`src/design/assert_macros.svh`:
```
// Assertion helpers for the top-level design file.
// Both macros sample on the rising edge of clk and are off while rst_n is low.
`ifndef ASSERT_MACROS_SVH
`define ASSERT_MACROS_SVH

// Check a property on every rising clock edge.
`define EFR_ASSERT(lbl, prop, msg) \
  lbl: assert property (@(posedge clk) disable iff (!rst_n) (prop)) else $error(msg);

// Check that the consequent holds in the cycle in which the antecedent holds.
`define EFR_ASSERT_IMPLY(lbl, ante, cons, msg) \
  `EFR_ASSERT(lbl, (ante) |-> (cons), msg)

`endif

```
`src/design/efr_pkg.sv`:
```
// ----------------------------------------------------------------------------
// efr_pkg
// Shared types and constants for the escaped frame receiver.
// ----------------------------------------------------------------------------
package efr_pkg;

  localparam int MAX_FRAME_BYTES = 512;
  // The byte counter must hold MAX_FRAME_BYTES itself.
  localparam int CNT_W  = $clog2(MAX_FRAME_BYTES + 1);
  localparam int IDX_W  = 9;
  localparam int WIDE_W = (CNT_W > IDX_W) ? CNT_W : IDX_W;

  localparam int Q_DEPTH = 2;
  localparam int QPTR_W  = $clog2(Q_DEPTH);
  localparam int QCNT_W  = $clog2(Q_DEPTH + 1);

  localparam logic [7:0] START_RST       = 8'd193;
  localparam logic [7:0] END_RST         = 8'd192;
  localparam logic [7:0] ESC_RST         = 8'd219;
  localparam logic [7:0] ESC_END_RST     = 8'd220;
  localparam logic [7:0] ESC_ESC_RST     = 8'd221;
  localparam logic [7:0] ESC_START_RST   = 8'd222;

  typedef enum logic [2:0] {
    REG_START_CODE     = 3'd0,
    REG_END_CODE       = 3'd1,
    REG_ESCAPE_CODE    = 3'd2,
    REG_ESC_END_CODE   = 3'd3,
    REG_ESC_ESC_CODE   = 3'd4,
    REG_ESC_START_CODE = 3'd5
  } reg_idx_t;

  typedef enum logic [1:0] {
    KIND_PAYLOAD  = 2'd0,
    KIND_GOOD     = 2'd1,
    KIND_CSUM_ERR = 2'd2,
    KIND_OVERFLOW = 2'd3
  } kind_t;

  // One classified byte on its way from the front to the back.
  typedef struct packed {
    logic       is_escape;
    logic       is_start;
    logic       is_end;
    logic [7:0] raw_byte;   // byte as received
    logic [7:0] esc_byte;   // byte as it reads after an escape
  } q_entry_t;

  typedef struct packed {
    logic              full;
    logic              empty;
    logic [QCNT_W-1:0] count;
  } q_status_t;

  typedef struct packed {
    kind_t            kind;
    logic [IDX_W-1:0] byte_index;
    logic [7:0]       byte_value;
    logic [7:0]       frame_type;
    logic [IDX_W-1:0] frame_length;
  } result_t;

endpackage

```
`src/design/efr_front.sv`:
```
// ----------------------------------------------------------------------------
// efr_front
// Holds the framing codes and classifies each received byte against them.
// ----------------------------------------------------------------------------
module efr_front (
  input  logic              clk,
  input  logic              rst_n,
  input  logic              cfg_valid,
  input  logic [2:0]        cfg_index,
  input  logic [7:0]        cfg_data,
  input  logic [7:0]        rx_byte,
  output efr_pkg::q_entry_t entry
);
  import efr_pkg::*;

  logic [7:0] start_r, end_r, esc_r, esc_end_r, esc_esc_r, esc_start_r;

  always_ff @(posedge clk) begin
    if (!rst_n) begin
      start_r     <= START_RST;
      end_r       <= END_RST;
      esc_r       <= ESC_RST;
      esc_end_r   <= ESC_END_RST;
      esc_esc_r   <= ESC_ESC_RST;
      esc_start_r <= ESC_START_RST;
    end else if (cfg_valid) begin
      case (reg_idx_t'(cfg_index))
        REG_START_CODE:     start_r     <= cfg_data;
        REG_END_CODE:       end_r       <= cfg_data;
        REG_ESCAPE_CODE:    esc_r       <= cfg_data;
        REG_ESC_END_CODE:   esc_end_r   <= cfg_data;
        REG_ESC_ESC_CODE:   esc_esc_r   <= cfg_data;
        REG_ESC_START_CODE: esc_start_r <= cfg_data;
        default: ;
      endcase
    end
  end

  always_comb begin
    entry.is_escape = (rx_byte == esc_r);
    entry.is_start  = (rx_byte == start_r);
    entry.is_end    = (rx_byte == end_r);
    entry.raw_byte  = rx_byte;
    // Translation order: escape, then end, then start.
    if (rx_byte == esc_esc_r)
      entry.esc_byte = esc_r;
    else if (rx_byte == esc_end_r)
      entry.esc_byte = end_r;
    else if (rx_byte == esc_start_r)
      entry.esc_byte = start_r;
    else
      entry.esc_byte = rx_byte;
  end

endmodule

```
`src/design/efr_queue.sv`:
```
// ----------------------------------------------------------------------------
// efr_queue
// Short FIFO of classified bytes between the front and the back.
// ----------------------------------------------------------------------------
module efr_queue (
  input  logic               clk,
  input  logic               rst_n,
  input  logic               push,
  input  efr_pkg::q_entry_t  push_entry,
  input  logic               pop,
  output efr_pkg::q_entry_t  head,
  output efr_pkg::q_status_t status
);
  import efr_pkg::*;

  q_entry_t          mem_r [Q_DEPTH];
  logic [QPTR_W-1:0] wr_ptr_r, rd_ptr_r;
  logic [QCNT_W-1:0] count_r, count_nxt;

  always_comb begin
    count_nxt = count_r;
    if (push && !pop)
      count_nxt = count_r + QCNT_W'(1);
    else if (pop && !push)
      count_nxt = count_r - QCNT_W'(1);
  end

  always_ff @(posedge clk) begin
    if (!rst_n) begin
      wr_ptr_r <= '0;
      rd_ptr_r <= '0;
      count_r  <= '0;
    end else begin
      if (push)
        wr_ptr_r <= (wr_ptr_r == QPTR_W'(Q_DEPTH - 1)) ? '0 : wr_ptr_r + QPTR_W'(1);
      if (pop)
        rd_ptr_r <= (rd_ptr_r == QPTR_W'(Q_DEPTH - 1)) ? '0 : rd_ptr_r + QPTR_W'(1);
      count_r <= count_nxt;
    end
  end

  always_ff @(posedge clk) begin
    if (push)
      mem_r[wr_ptr_r] <= push_entry;
  end

  assign head         = mem_r[rd_ptr_r];
  assign status.count = count_r;
  assign status.full  = (count_r == QCNT_W'(Q_DEPTH));
  assign status.empty = (count_r == '0);

endmodule

```
`src/design/efr_back.sv`:
```
// ----------------------------------------------------------------------------
// efr_back
// Frame state machine: unstuffing, checksum, counting and result register.
// ----------------------------------------------------------------------------
module efr_back (
  input  logic              clk,
  input  logic              rst_n,
  input  logic              q_valid,
  input  efr_pkg::q_entry_t q_head,
  output logic              q_pop,
  output logic              res_valid,
  input  logic              res_ready,
  output efr_pkg::result_t  res
);
  import efr_pkg::*;

  logic [7:0]       sum_r, sum_nxt;
  logic [CNT_W-1:0] cnt_r, cnt_nxt;
  logic             esc_pend_r, esc_pend_nxt;
  logic             type_seen_r, type_seen_nxt;
  logic [7:0]       type_r, type_nxt;
  logic             drain_r, drain_nxt;
  logic             valid_r;
  result_t          res_r;

  logic             emit;
  result_t          emit_res;
  logic [7:0]       c;
  logic [WIDE_W-1:0] idx_wide, len_wide;

  assign q_pop    = q_valid && (!valid_r || res_ready);
  assign c        = esc_pend_r ? q_head.esc_byte : q_head.raw_byte;
  assign idx_wide = WIDE_W'(cnt_r);
  assign len_wide = WIDE_W'(cnt_r - CNT_W'(1));

  always_comb begin
    sum_nxt       = sum_r;
    cnt_nxt       = cnt_r;
    esc_pend_nxt  = esc_pend_r;
    type_seen_nxt = type_seen_r;
    type_nxt      = type_r;
    drain_nxt     = drain_r;
    emit          = 1'b0;
    emit_res      = '{kind: KIND_PAYLOAD, default: '0};

    if (drain_r) begin
      // Ignore everything up to the end byte.
      if (q_head.is_end) begin
        emit          = 1'b1;
        emit_res.kind = KIND_OVERFLOW;
      end
    end else if (q_head.is_escape) begin
      esc_pend_nxt = 1'b1;
    end else if (q_head.is_start) begin
      // clear below
    end else if (q_head.is_end) begin
      if (type_seen_r && cnt_r != '0) begin
        emit = 1'b1;
        if (sum_r == 8'd0) begin
          emit_res.kind         = KIND_GOOD;
          emit_res.frame_type   = type_r;
          emit_res.frame_length = len_wide[IDX_W-1:0];
        end else begin
          emit_res.kind = KIND_CSUM_ERR;
        end
      end
    end else begin
      sum_nxt      = sum_r + c;
      esc_pend_nxt = 1'b0;
      if (!type_seen_r) begin
        type_seen_nxt = 1'b1;
        type_nxt      = c;
      end else if (cnt_r >= CNT_W'(MAX_FRAME_BYTES)) begin
        drain_nxt = 1'b1;
      end else begin
        cnt_nxt             = cnt_r + CNT_W'(1);
        emit                = 1'b1;
        emit_res.byte_index = idx_wide[IDX_W-1:0];
        emit_res.byte_value = c;
      end
    end

    // Non-escape start or end bytes clear the frame; while draining, only end.
    if ((!drain_r && !q_head.is_escape && q_head.is_start) ||
        (q_head.is_end && (drain_r || !q_head.is_escape && !q_head.is_start))) begin
      sum_nxt       = '0;
      cnt_nxt       = '0;
      esc_pend_nxt  = 1'b0;
      type_seen_nxt = 1'b0;
      type_nxt      = '0;
      drain_nxt     = 1'b0;
    end
  end

  always_ff @(posedge clk) begin
    if (!rst_n) begin
      sum_r       <= '0;
      cnt_r       <= '0;
      esc_pend_r  <= 1'b0;
      type_seen_r <= 1'b0;
      type_r      <= '0;
      drain_r     <= 1'b0;
      valid_r     <= 1'b0;
    end else begin
      if (q_pop) begin
        sum_r       <= sum_nxt;
        cnt_r       <= cnt_nxt;
        esc_pend_r  <= esc_pend_nxt;
        type_seen_r <= type_seen_nxt;
        type_r      <= type_nxt;
        drain_r     <= drain_nxt;
      end
      if (q_pop && emit)
        valid_r <= 1'b1;
      else if (res_ready)
        valid_r <= 1'b0;
    end
  end

  always_ff @(posedge clk) begin
    if (q_pop && emit)
      res_r <= emit_res;
  end

  assign res_valid = valid_r;
  assign res       = res_r;

endmodule

```
`src/design/escaped_frame_receiver.sv`:
```
// ----------------------------------------------------------------------------
// escaped_frame_receiver
// Byte-stuffed frame receiver with an 8-bit checksum.
// ----------------------------------------------------------------------------
// Raw line bytes enter on the in_ stream, one per transaction in in_tdata.
// Framing codes are six 8-bit registers written on the cfg_ channel
// (cfg_index 0..5; other indexes are ignored); write them only while idle.
// Each byte produces zero or one result on the out_ stream: a payload byte
// with its index, or at the end byte a good frame, checksum error or
// overflow, with the kind in out_tuser.
// Throughput is one byte per cycle while out_tready is high. A byte passes a
// combinational code compare into a two-entry queue, then the frame state
// unit, whose result register drives out_; a result is valid on out_ once its
// byte has left the queue and been loaded into the result register. The sum
// and counter update in the back sets the rate. When out_tready is low the
// result holds, the queue fills and in_tready drops once both entries are
// taken. Reset clears the frame state and queue, empties the output and loads
// the default codes; it is synchronous and active low.
// ----------------------------------------------------------------------------
module escaped_frame_receiver (
  input  logic        clk,
  input  logic        rst_n,
  input  logic        in_tvalid,
  output logic        in_tready,
  input  logic [7:0]  in_tdata,   // [7:0] rx_byte
  output logic        out_tvalid,
  input  logic        out_tready,
  output logic [39:0] out_tdata,  // [8:0] byte_index, [16:9] byte_value,
                                  // [24:17] frame_type, [33:25] frame_length,
                                  // [39:34] zero
  output logic [1:0]  out_tuser,  // [1:0] kind
  input  logic        cfg_valid,
  output logic        cfg_ready,
  input  logic [2:0]  cfg_index,
  input  logic [7:0]  cfg_data
);
  import efr_pkg::*;

  `include "assert_macros.svh"

  q_entry_t  push_entry, head;
  q_status_t q_stat;
  logic      push, pop;
  result_t   res;

  assign cfg_ready = 1'b1;
  assign in_tready = !q_stat.full;
  assign push      = in_tvalid && in_tready;

  efr_front u_front (
    .clk       (clk),
    .rst_n     (rst_n),
    .cfg_valid (cfg_valid),
    .cfg_index (cfg_index),
    .cfg_data  (cfg_data),
    .rx_byte   (in_tdata),
    .entry     (push_entry)
  );

  efr_queue u_queue (
    .clk        (clk),
    .rst_n      (rst_n),
    .push       (push),
    .push_entry (push_entry),
    .pop        (pop),
    .head       (head),
    .status     (q_stat)
  );

  efr_back u_back (
    .clk       (clk),
    .rst_n     (rst_n),
    .q_valid   (!q_stat.empty),
    .q_head    (head),
    .q_pop     (pop),
    .res_valid (out_tvalid),
    .res_ready (out_tready),
    .res       (res)
  );

  assign out_tuser = res.kind;
  assign out_tdata = {6'd0, res.frame_length, res.frame_type, res.byte_value, res.byte_index};

  `EFR_ASSERT(a_q_bound, q_stat.count <= QCNT_W'(Q_DEPTH), "queue count past depth")
  `EFR_ASSERT_IMPLY(a_q_no_under, pop, !q_stat.empty, "pop from empty queue")
  `EFR_ASSERT_IMPLY(a_frame_fields,
                    out_tvalid && (out_tuser != KIND_PAYLOAD),
                    (out_tdata[16:0] == 17'd0), "frame report carries payload fields")
  `EFR_ASSERT_IMPLY(a_stall_fills, !out_tready && out_tvalid && !q_stat.empty,
                    !pop, "back advanced while result stalled")

endmodule

```
`config.mk`:
```
export PLATFORM = sky130hd
export DESIGN_NAME = escaped_frame_receiver
export DESIGN_NICKNAME = d
export VERILOG_FILES = /design/src/design/efr_pkg.sv /design/src/design/efr_front.sv /design/src/design/efr_queue.sv /design/src/design/efr_back.sv /design/src/design/escaped_frame_receiver.sv
export VERILOG_INCLUDE_DIRS = /design/src /design/src/design
export SDC_FILE = /design/constraint.sdc
export NUM_CORES = 1
export LEC_CHECK = 0
export ABC_AREA = 1
export BUFFER_PORTS_ARGS = -buffer_cell sky130_fd_sc_hd__buf_2
export CAP_MARGIN = 0
export CORE_UTILIZATION = 35
export CTS_BUF_LIST = sky130_fd_sc_hd__clkbuf_8
export DETAILED_ROUTE_END_ITERATION = 8
export PLACE_DENSITY_LB_ADDON = 0.08
export RECOVER_POWER = 50
export SYNTH_ARGS = -nofsm -noshare
export SYNTH_HDL_FRONTEND = slang
export SYNTH_SLANG_ARGS = --single-unit
export TNS_END_PERCENT = 1
```
`constraint.sdc`:
```
create_clock -name clk -period 2.35 [get_ports clk]
set_input_delay 0.47 -clock clk [delete_from_list [all_inputs] [get_ports clk]]
set_output_delay 0.47 -clock clk [all_outputs]
set_load 0.05 [all_outputs]
```
==> results of run 1 <==
==> flip-flops by register name, summed over array words and instances (netlist names), 2 cells and up, named ones only <==
| name | cells |
|---|---|
| u_front.esc_r | 8 |
| u_back.type_r | 8 |
| u_front.esc_start_r | 8 |
| u_queue.mem_r | 38 |
| u_front.end_r | 8 |
| u_queue.count_r | 2 |
| u_front.start_r | 8 |
| u_front.esc_esc_r | 8 |
| u_back.res | 36 |
| u_back.cnt_r | 10 |
| u_back.sum_r | 8 |
| u_front.esc_end_r | 8 |
==> worst max-delay path by stage <==
stage / startpoint / endpoint / slack (ns)
after floorplan: u_back.cnt_r[0] / u_back.res[0] / 0.05
after global placement: register / u_back.sum_r[4] / 0.11
after detailed placement: register / u_back.sum_r[4] / 0.08
after CTS: register / u_back.sum_r[4] / 0.09
after global routing: register / u_back.sum_r[7] / -0.0009
final: register / u_back.sum_r[3] / 0.19
==> cells in the final DEF (no fill, tap or decap), drive strengths merged, types with 14 or more instances in the layout <==
cell,count
edfxtp,74
buf,55
xnor2,35
nand3,83
xor2,14
a21oi,64
o21ai,42
nor2,138
inv,109
clkbuf,59
dfxtp,83
nand2,225
nand4,17
==> routing by layer <==
| layer | GRT usage, % | vias to the layer above |
|---|---|---|
| met5 | 0 | - |
| met4 | 5.76 | 0 |
| met3 | 3.24 | 22 |
| met2 | 33.1 | 97 |
| met1 | 23.8 | 2870 |
| li1 | - | 3231 |
==> repair_timing <==
| action | in CTS | in global routing |
|---|---|---|
| setup buffers | 0 | 2 |
| setup endpoints to repair | 0 | 5 |
| resized for setup | 0 | 5 |
==> power breakdown <==
part | switching, mW | leakage, nW | internal [mW]
clock network | 1.11 | 0.204 | 1.07
registers | 0.145 | 1.38 | 3.14
logic | 1.65 | 2.11 | 0.804
==> tightest hold or removal path, stage by stage <==
cell and delay [ns]:
buf_2 0.08, nor2_1 0.08, inv_1 0.06, a21oi_1 0.05
==> final cells by class <==
type                            count  area (µm²)  area share [%]
Clock inverter                     15         184            2.09
Tap cell                          275         344            3.91
Inverter                          107         405            4.61
Timing Repair Buffer               97         520            5.91
Sequential cell                   157        3880            44.1
Multi-Input combinational cell    656        3230            36.7
Clock buffer                       17         234            2.66
==> cells by family (layout without fill, tap and decap cells) <==
kind of cell               Yosys count  in the layout  synth area share (%)
other                                2              7                0.0974
buffers and inverters              144            236                  7.89
adders and majority gates           11             11                  1.88
DFF                                157            157                  50.4
xor gates and xnor gates            49             49                  5.57
AOI/OAI and AO/OA                  112            112                  7.90
and+or+nand+nor                    477            477                  26.3
==> results.json, run 1 <==
{
  "fin_skew_ns": 0.0193,
  "nets": 1071,
  "clk_pin_slew_ns": 0.10,
  "routed_wl_um": 20300,
  "fp.dieH_um": 150,
  "gp_congestion": 0.858,
  "ys_async_sr_fraction_pct": 0,
  "synth-seq-cells": 157,
  "cpLargestDelayFamily": "simple AND/OR/NAND/NOR gates",
  "top_layer": "met4",
  "end_kind": "register",
  "num_rows": 53,
  "overflow": 0,
  "cp_num_buf_inv": 2,
  "hp-class": "input port to register",
  "yosys.area.top_type": "edfxtp_1",
  "cpMaxStageDelayCell": "ha_1",
  "postCtsHoldBufs": 0,
  "synth-seq-area-share_pct": 50.4,
  "drive_above_1_share_pct": 11.3,
  "critPathRequiredTime_ns": 2.67,
  "synthCells": 952,
  "min_path_cells": 4,
  "synth_area_mm2": 0.00771,
  "hold_violations": 0,
  "setup_slack_ns": 0.192,
  "root_buffer": "clkbuf_8",
  "min_period_ns": 2.16,
  "cts.sinks": 157,
  "dp_hpwl_um": 14800,
  "design_area_mm2": 0.00880,
  "syn_area_per_cell_um2": 8.10,
  "ys_types": 37,
  "dpl.cell_count": 1290,
  "synth_edf_count": 74,
  "holdCritStartpoint": "out_tready",
  "ys.flop_type": "dfxtp_1",
  "synth.area.top_cells": "edfxtp_1 (29%), dfxtp_1 (22%), nand2_1 (11%)",
  "yosys.area.top_type_share_pct": 28.8,
  "peakVddDrop_mv": 0.371,
  "clock.fmax_mhz": 463,
  "die_area_mm2": 0.0226,
  "core_mm2": 0.0213,
  "first_global_vias": 5794,
  "rsz0062_at_grt": "true",
  "cts_tree": "done",
  "reg2reg_slack_ns": 0.19,
  "routed-wl-met2_um": 10300,
  "p_per_area_mw_per_mm2": 901,
  "clk_path_buf_depth": 2,
  "timing.final.crit_share_pct": 91.8,
  "start_util_pct": 36.2,
  "vias": 6220,
  "grt_usage_pct": 19.0,
  "synth_common_cells": "nand2_1 (217), nor2_1 (131), inv_1 (99)",
  "critical_path_class": "register to register",
  "ios": 69,
  "grt_pass1_wl_um": 31900,
  "cp-start-kind": "register",
  "ant_nets": 0,
  "grt_max_degree": 62,
  "r2r_cells": 10,
  "worst-path-stages": 10,
  "slowest_delay_ns": 0.39,
  "setup_viol": 0,
  "die_w_um": 150,
  "hold_end": "u_back.res_valid",
  "antenna_found_initial": 0,
  "status": "finished clean",
  "finalSetupTns_ns": 0,
  "crit_fanout": 19,
  "yosysMostFrequentCell": "nand2_1",
  "max_slew_margin_pct": 28.8,
  "path_cells": "inv_2 > buf_4 > o21ai_0 > nand2_1 > ha_1 > nand2_1 > nand3_1 > or2_2 > nand3_1 > a21oi_1",
  "finalNonFillerCells": 1324,
  "drv_cap": 0,
  "rr_endpoint": "u_back.sum_r[3]",
  "place_area_mm2": 0.00845,
  "drc_errors": 0,
  "final_util_pct": 41.3,
  "vias_per_cell": 4.70,
  "drt_pass1_iterations": 5,
  "p_leak_nw": 3.69,
  "detail_route.iter0.violations": 334,
  "route.met3.wl_um": 587,
  "tightest_slew_ns": 1.07,
  "wl_per_cell_um": 15.3,
  "whs_ns": 0.321,
  "cts_inserted_buffers": 17,
  "port_buffers": 61,
  "place_ws_ns": 0.0806,
  "met1_length_um": 9180,
  "antennaDiodeCount": 0,
  "area_growth_pct": 14.2,
  "nFillCells": 2228,
  "yosys_warnings": 0,
  "arrival_ns": 2.48,
  "cts-htree-levels": 4,
  "worstSkewPairLatency_ns": 0.46,
  "slew_viol_final": 0,
  "total_power_mw": 7.93
}
No activity file was read; power rests on OpenSTA's default activity.
==> run 2, diff against run 1 <==
CORE_ASPECT_RATIO = 0.6   (was default)
==> run 2 against run 1 <==
Compared with the run above: worst hold slack lost 0.015 ns; power is 3.1% higher; first-iteration DRC count grew 31%; die area hardly changed; clock-buffer cell count is the same.
==> results.json, run 2 (synthesized netlist as in run 1, its figures left out) <==
{
  "status": "finished clean",
  "min_path_cells": 4,
  "gp_congestion": 0.875,
  "grt_usage_pct": 19.8,
  "fin_skew_ns": 0.0134,
  "antennaDiodeCount": 0,
  "crit_fanout": 18,
  "vias": 6306,
  "nets": 1073,
  "largest_register": "u_queue.mem_r",
  "clk_pin_slew_ns": 0.08,
  "design_area_mm2": 0.00896,
  "hp-class": "input port to register",
  "use_met1_pct": 32.2,
  "min_period_ns": 2.20,
  "reg2reg_slack_ns": 0.15,
  "grt_pass1_wl_um": 33600,
  "largest_reg_flops": 38,
  "dp_hpwl_um": 15700,
  "cts_tree": "done",
  "mostFrequentLayoutCell": "nand2_1",
  "worstSkewPairLatency_ns": 0.46,
  "rr_endpoint": "u_back.sum_r[4]",
  "max_slew_margin_pct": 20.9,
  "drc_errors": 0,
  "slew_viol_final": 0,
  "fp.dieH_um": 117,
  "p_per_area_mw_per_mm2": 912,
  "timing.final.crit_share_pct": 93.7,
  "arrival_ns": 2.51,
  "ios": 69,
  "setup_slack_ns": 0.149,
  "rsz0062_at_grt": "true",
  "routed_wl_um": 21200,
  "dpl.cell_count": 1297,
  "critical_path_class": "register to register",
  "p_leak_nw": 3.78,
  "end_kind": "register",
  "clk_path_buf_depth": 2,
  "total_power_mw": 8.17,
  "grt-busiest-layer": "met1",
  "drv_cap": 0,
  "place_ws_ns": 0.00535,
  "port_buffers": 61,
  "die_w_um": 194,
  "ant_nets": 0,
  "use_met3_pct": 5.42,
  "slowest_delay_ns": 0.43,
  "wl_per_cell_um": 16.0,
  "area_growth_pct": 16.2,
  "start_util_pct": 36.2,
  "place_area_mm2": 0.00852,
  "root_buffer": "clkbuf_8",
  "grtUsageMet2_pct": 24.1,
  "setup_viol": 0,
  "cp-start-kind": "register",
  "drt_pass1_iterations": 5,
  "peakVddDrop_mv": 0.428,
  "hold_violations": 0,
  "first_global_vias": 5769,
  "cts_inserted_buffers": 17,
  "cts.sinks": 157,
  "cts-htree-levels": 4,
  "path_cells": "inv_2 > buf_6 > o21ai_0 > nand2_1 > fa_2 > nand3_1 > nand2_1 > or2_2 > nand3_1 > a21oi_1",
  "drive_above_1_share_pct": 12.4,
  "holdCritStartpoint": "out_tready",
  "nFillCells": 2188,
  "grt_max_degree": 49,
  "r2r_cells": 10,
  "critPathRequiredTime_ns": 2.66,
  "final_cell_mix": "nand2_1 (217), nor2_1 (133), inv_1 (102), nand3_1 (82), dfxtp_1 (82)",
  "whs_ns": 0.306,
  "tightest_slew_ns": 1.19,
  "hold_end": "u_back.res_valid",
  "overflow": 0,
  "finalNonFillerCells": 1330,
  "cpMaxStageDelayCell": "fa_2",
  "antenna_found_initial": 0,
  "clock.fmax_mhz": 454,
  "die_area_mm2": 0.0226,
  "vias_per_cell": 4.74,
  "detail_route.iter0.violations": 436,
  "num_rows": 41,
  "postCtsHoldBufs": 0,
  "core_mm2": 0.0213
}
run 2: timing repair:
item                       4_1_cts  5_1_grt
hold endpoints to repair         0        0
buffers inserted                 0        1
pin swaps                        0        1
setup endpoints to repair        1        5
gates resized for setup          1       15
run 2: final cells by class:
cell class / instances / area, µm² / share of cell area, %
Multi-Input combinational cell: 656 / 3290 / 36.7
Clock inverter: 15 / 203 / 2.26
Tap cell: 279 / 349 / 3.90
Timing Repair Buffer: 99 / 597 / 6.66
Sequential cell: 157 / 3880 / 43.4
Clock buffer: 17 / 234 / 2.61
Inverter: 107 / 402 / 4.48
run 2: report_power, final:
part / total [mW] / internal (mW) / switching (mW) / leakage [nW]
Clock: 2.28 / 1.25 / 1.04 / 0.238
Combinational: 2.59 / 0.887 / 1.70 / 2.17
Sequential: 3.30 / 3.14 / 0.153 / 1.38
Total: 8.17 / 5.28 / 2.89 / 3.78
run 2: how the worst max path moves through the flow:
| stage | slack [ns] | start | end | depth (start not counted) |
|---|---|---|---|---|
| finish | 0.15 | register | u_back.sum_r[4] | 10 |
| global route | -0.006 | register | u_back.sum_r[4] | 12 |
| CTS | 0.06 | register | u_back.sum_r[4] | 12 |
| detailed placement | 0.005 | register | u_back.sum_r[4] | 12 |
| global placement | 0.04 | register | u_back.sum_r[4] | 12 |
| floorplan | 0.05 | u_back.cnt_r[0] | u_back.res[0] | 9 |
run 2: through the flow:
stage	setup TNS, ns	utilization, %
after floorplan	0	-
after global placement	0	40.0
after detailed placement	0	40.0
after CTS	0	42.1
after global routing	-0.00646	42.1
final	0	42.1
run 2: per-layer routing:
metal  vias to the layer above  wire [µm]
met2                       157       7270
met5                         -          0
met3                        13       1320
met1                      2901      12400
met4                         0        183
li1                       3235          -
run 2: worst max-delay path: cells and delay by family (launching register included):
kind | cells | cell delay [ns]
flops | 1 | 0.36
buf+inv | 2 | 0.24
compound gates | 2 | 0.35
simple gates | 5 | 0.67
fa+ha+maj | 1 | 0.43
==> run 3, diff against run 2 <==
==> constraint.sdc (replaced) <==
create_clock -name clk -period 2.35 [get_ports clk]
set_input_delay 0.47 -clock clk [delete_from_list [all_inputs] [get_ports clk]]
set_output_delay 0.47 -clock clk [all_outputs]
set_load 0.02 [all_outputs]
==> run 3 against run 2 <==
Compared with the run above: flip-flop and latch count unchanged; routed wire length decreased by 0.12%; cell count unchanged; via count decreased by 0.11%; largest cell class unchanged; register-to-register slack about the same; highest routed layer unchanged; worst hold slack lost 0.00085 ns; maximum frequency barely moved; worst setup slack worse by 0.00068 ns; sequential power barely moved; global-route usage stayed put; power down 0.52%.
==> results.json, run 3 (synthesized netlist as in run 1, its figures left out) <==
{
  "drc_errors": 0,
  "critPathRequiredTime_ns": 2.66,
  "worstSkewPairLatency_ns": 0.46,
  "fp.dieH_um": 117,
  "largest_register": "u_queue.mem_r",
  "total_power_mw": 8.13,
  "min_period_ns": 2.20,
  "p_seq_share_pct": 40.6,
  "crit_fanout": 18,
  "max_slew_margin_pct": 20.9,
  "cts_tree": "done",
  "p_per_area_mw_per_mm2": 907,
  "root_buffer": "clkbuf_8",
  "overflow": 0,
  "clk_pin_slew_ns": 0.08,
  "mostFrequentLayoutCell": "nand2_1",
  "cts-htree-levels": 4,
  "critical_path_class": "register to register",
  "dp_hpwl_um": 15700,
  "core_mm2": 0.0213,
  "status": "finished clean",
  "clk_path_buf_depth": 2,
  "holdCritStartpoint": "out_tready",
  "pwr-share-clk_pct": 28.1,
  "ant_nets": 0,
  "setup_viol": 0,
  "grt_max_degree": 49,
  "nets": 1073,
  "final_util_pct": 42.1,
  "routed_wl_um": 21200,
  "clock.fmax_mhz": 454,
  "grt_usage_pct": 19.8,
  "area_growth_pct": 16.2,
  "rsz0062_at_grt": "true",
  "gp_congestion": 0.875,
  "port_buffers": 61,
  "nFillCells": 2186,
  "hold_violations": 0,
  "start_util_pct": 36.2,
  "hp-class": "input port to register",
  "place_ws_ns": 0.00535,
  "slew_viol_final": 0,
  "swShare_pct": 35.0,
  "peakVddDrop_mv": 0.433,
  "timing.final.crit_share_pct": 93.7,
  "place_area_mm2": 0.00852,
  "antenna_found_initial": 0,
  "num_rows": 41,
  "postCtsHoldBufs": 0,
  "tightest_slew_ns": 1.19,
  "final_cell_mix": "nand2_1 (217), nor2_1 (132), inv_1 (102), nand3_1 (82), dfxtp_1 (82)",
  "drt_pass1_iterations": 5,
  "end_kind": "register",
  "cts_inserted_buffers": 17,
  "vias": 6299,
  "first_global_vias": 5769,
  "die_area_mm2": 0.0226,
  "detail_route.iter0.violations": 435,
  "p_sw_mw": 2.85,
  "largest_reg_flops": 38,
  "setup_slack_ns": 0.148,
  "fin_skew_ns": 0.0134,
  "design_area_mm2": 0.00896,
  "combPwrFrac_pct": 31.3,
  "vias_per_cell": 4.74,
  "arrival_ns": 2.51,
  "antennaDiodeCount": 0,
  "cts.sinks": 157,
  "wl_per_cell_um": 15.9,
  "finalSetupTns_ns": 0,
  "p_leak_nw": 3.77,
  "ios": 69,
  "grt_pass1_wl_um": 33600,
  "drive_above_1_share_pct": 12.3,
  "die_w_um": 194,
  "power.internal_mw": 5.28,
  "cp-start-kind": "register",
  "drv_cap": 0
}
-- run 3: cell types whose count changed in the layout (fill, tap and decap cells not counted), sizes merged --
cell and delta:
clkbuf +2, buf -2
-- run 3: critical path, cell delays in order (launching register included) --
cell and delay [ns]:
dfxtp_2 0.36, inv_2 0.08, buf_6 0.16, o21ai_0 0.29
nand2_1 0.18, fa_2 0.43, nand3_1 0.08, nand2_1 0.06
or2_2 0.27, nand3_1 0.08, a21oi_1 0.06
-- run 3: worst paths after layout --
| kind | to | slack, ns | cells past startpoint |
|---|---|---|---|
| min | u_back.res_valid | 0.30 | 4 |
| max | u_back.sum_r[4] | 0.15 | 10 |
| max reg2reg | u_back.sum_r[4] | 0.15 | 10 |
| min reg2reg | register | 0.46 | 1 |
-- run 3: power by group through the flow --
| stage | combinational, mW | clock, mW | sequential [mW] |
|---|---|---|---|
| after detailed placement | 2.37 | 0 | 3.34 |
| after global routing | 2.90 | 2.44 | 3.34 |
| after global placement | 2.37 | 0 | 3.35 |
| after floorplan | 1.72 | 0 | 3.31 |
| after CTS | 2.39 | 2.34 | 3.28 |
| final | 2.55 | 2.28 | 3.30 |
-- run 3: area by class of cell --
type | instances | area (µm²) | area share (%)
well taps | 279 | 349 | 3.90
repair buffers | 99 | 594 | 6.63
clock buffers | 17 | 234 | 2.61
inverters | 107 | 402 | 4.48
multi-input cells | 656 | 3290 | 36.8
flip-flops and latches | 157 | 3880 | 43.4
clock inverters | 15 | 203 | 2.26
-- run 3: routing by layer --
metal  vias up  share of wire (%)  GRT usage (%)
li1       3236                  -              -
met1      2886                 58           32.2
met2       164                 34           24.1
met3        13                6.5           5.42
met4         0               0.87           5.60
met5         -                  0              0
-- run 3: repair_timing --
action	CTS	global route
resized for setup	1	15
endpoints found under the setup margin	1	5
pin swaps	0	1
setup buffers	0	1
-- run 3: per-stage QoR --
stage | hold slack (ns) | instances
global route | 0.289 | 1330
finish | 0.305 | 1330
floorplan | 0.426 | 957
CTS | 0.273 | 1329
detailed placement | 0.445 | 1297
global placement | 0.435 | 1297
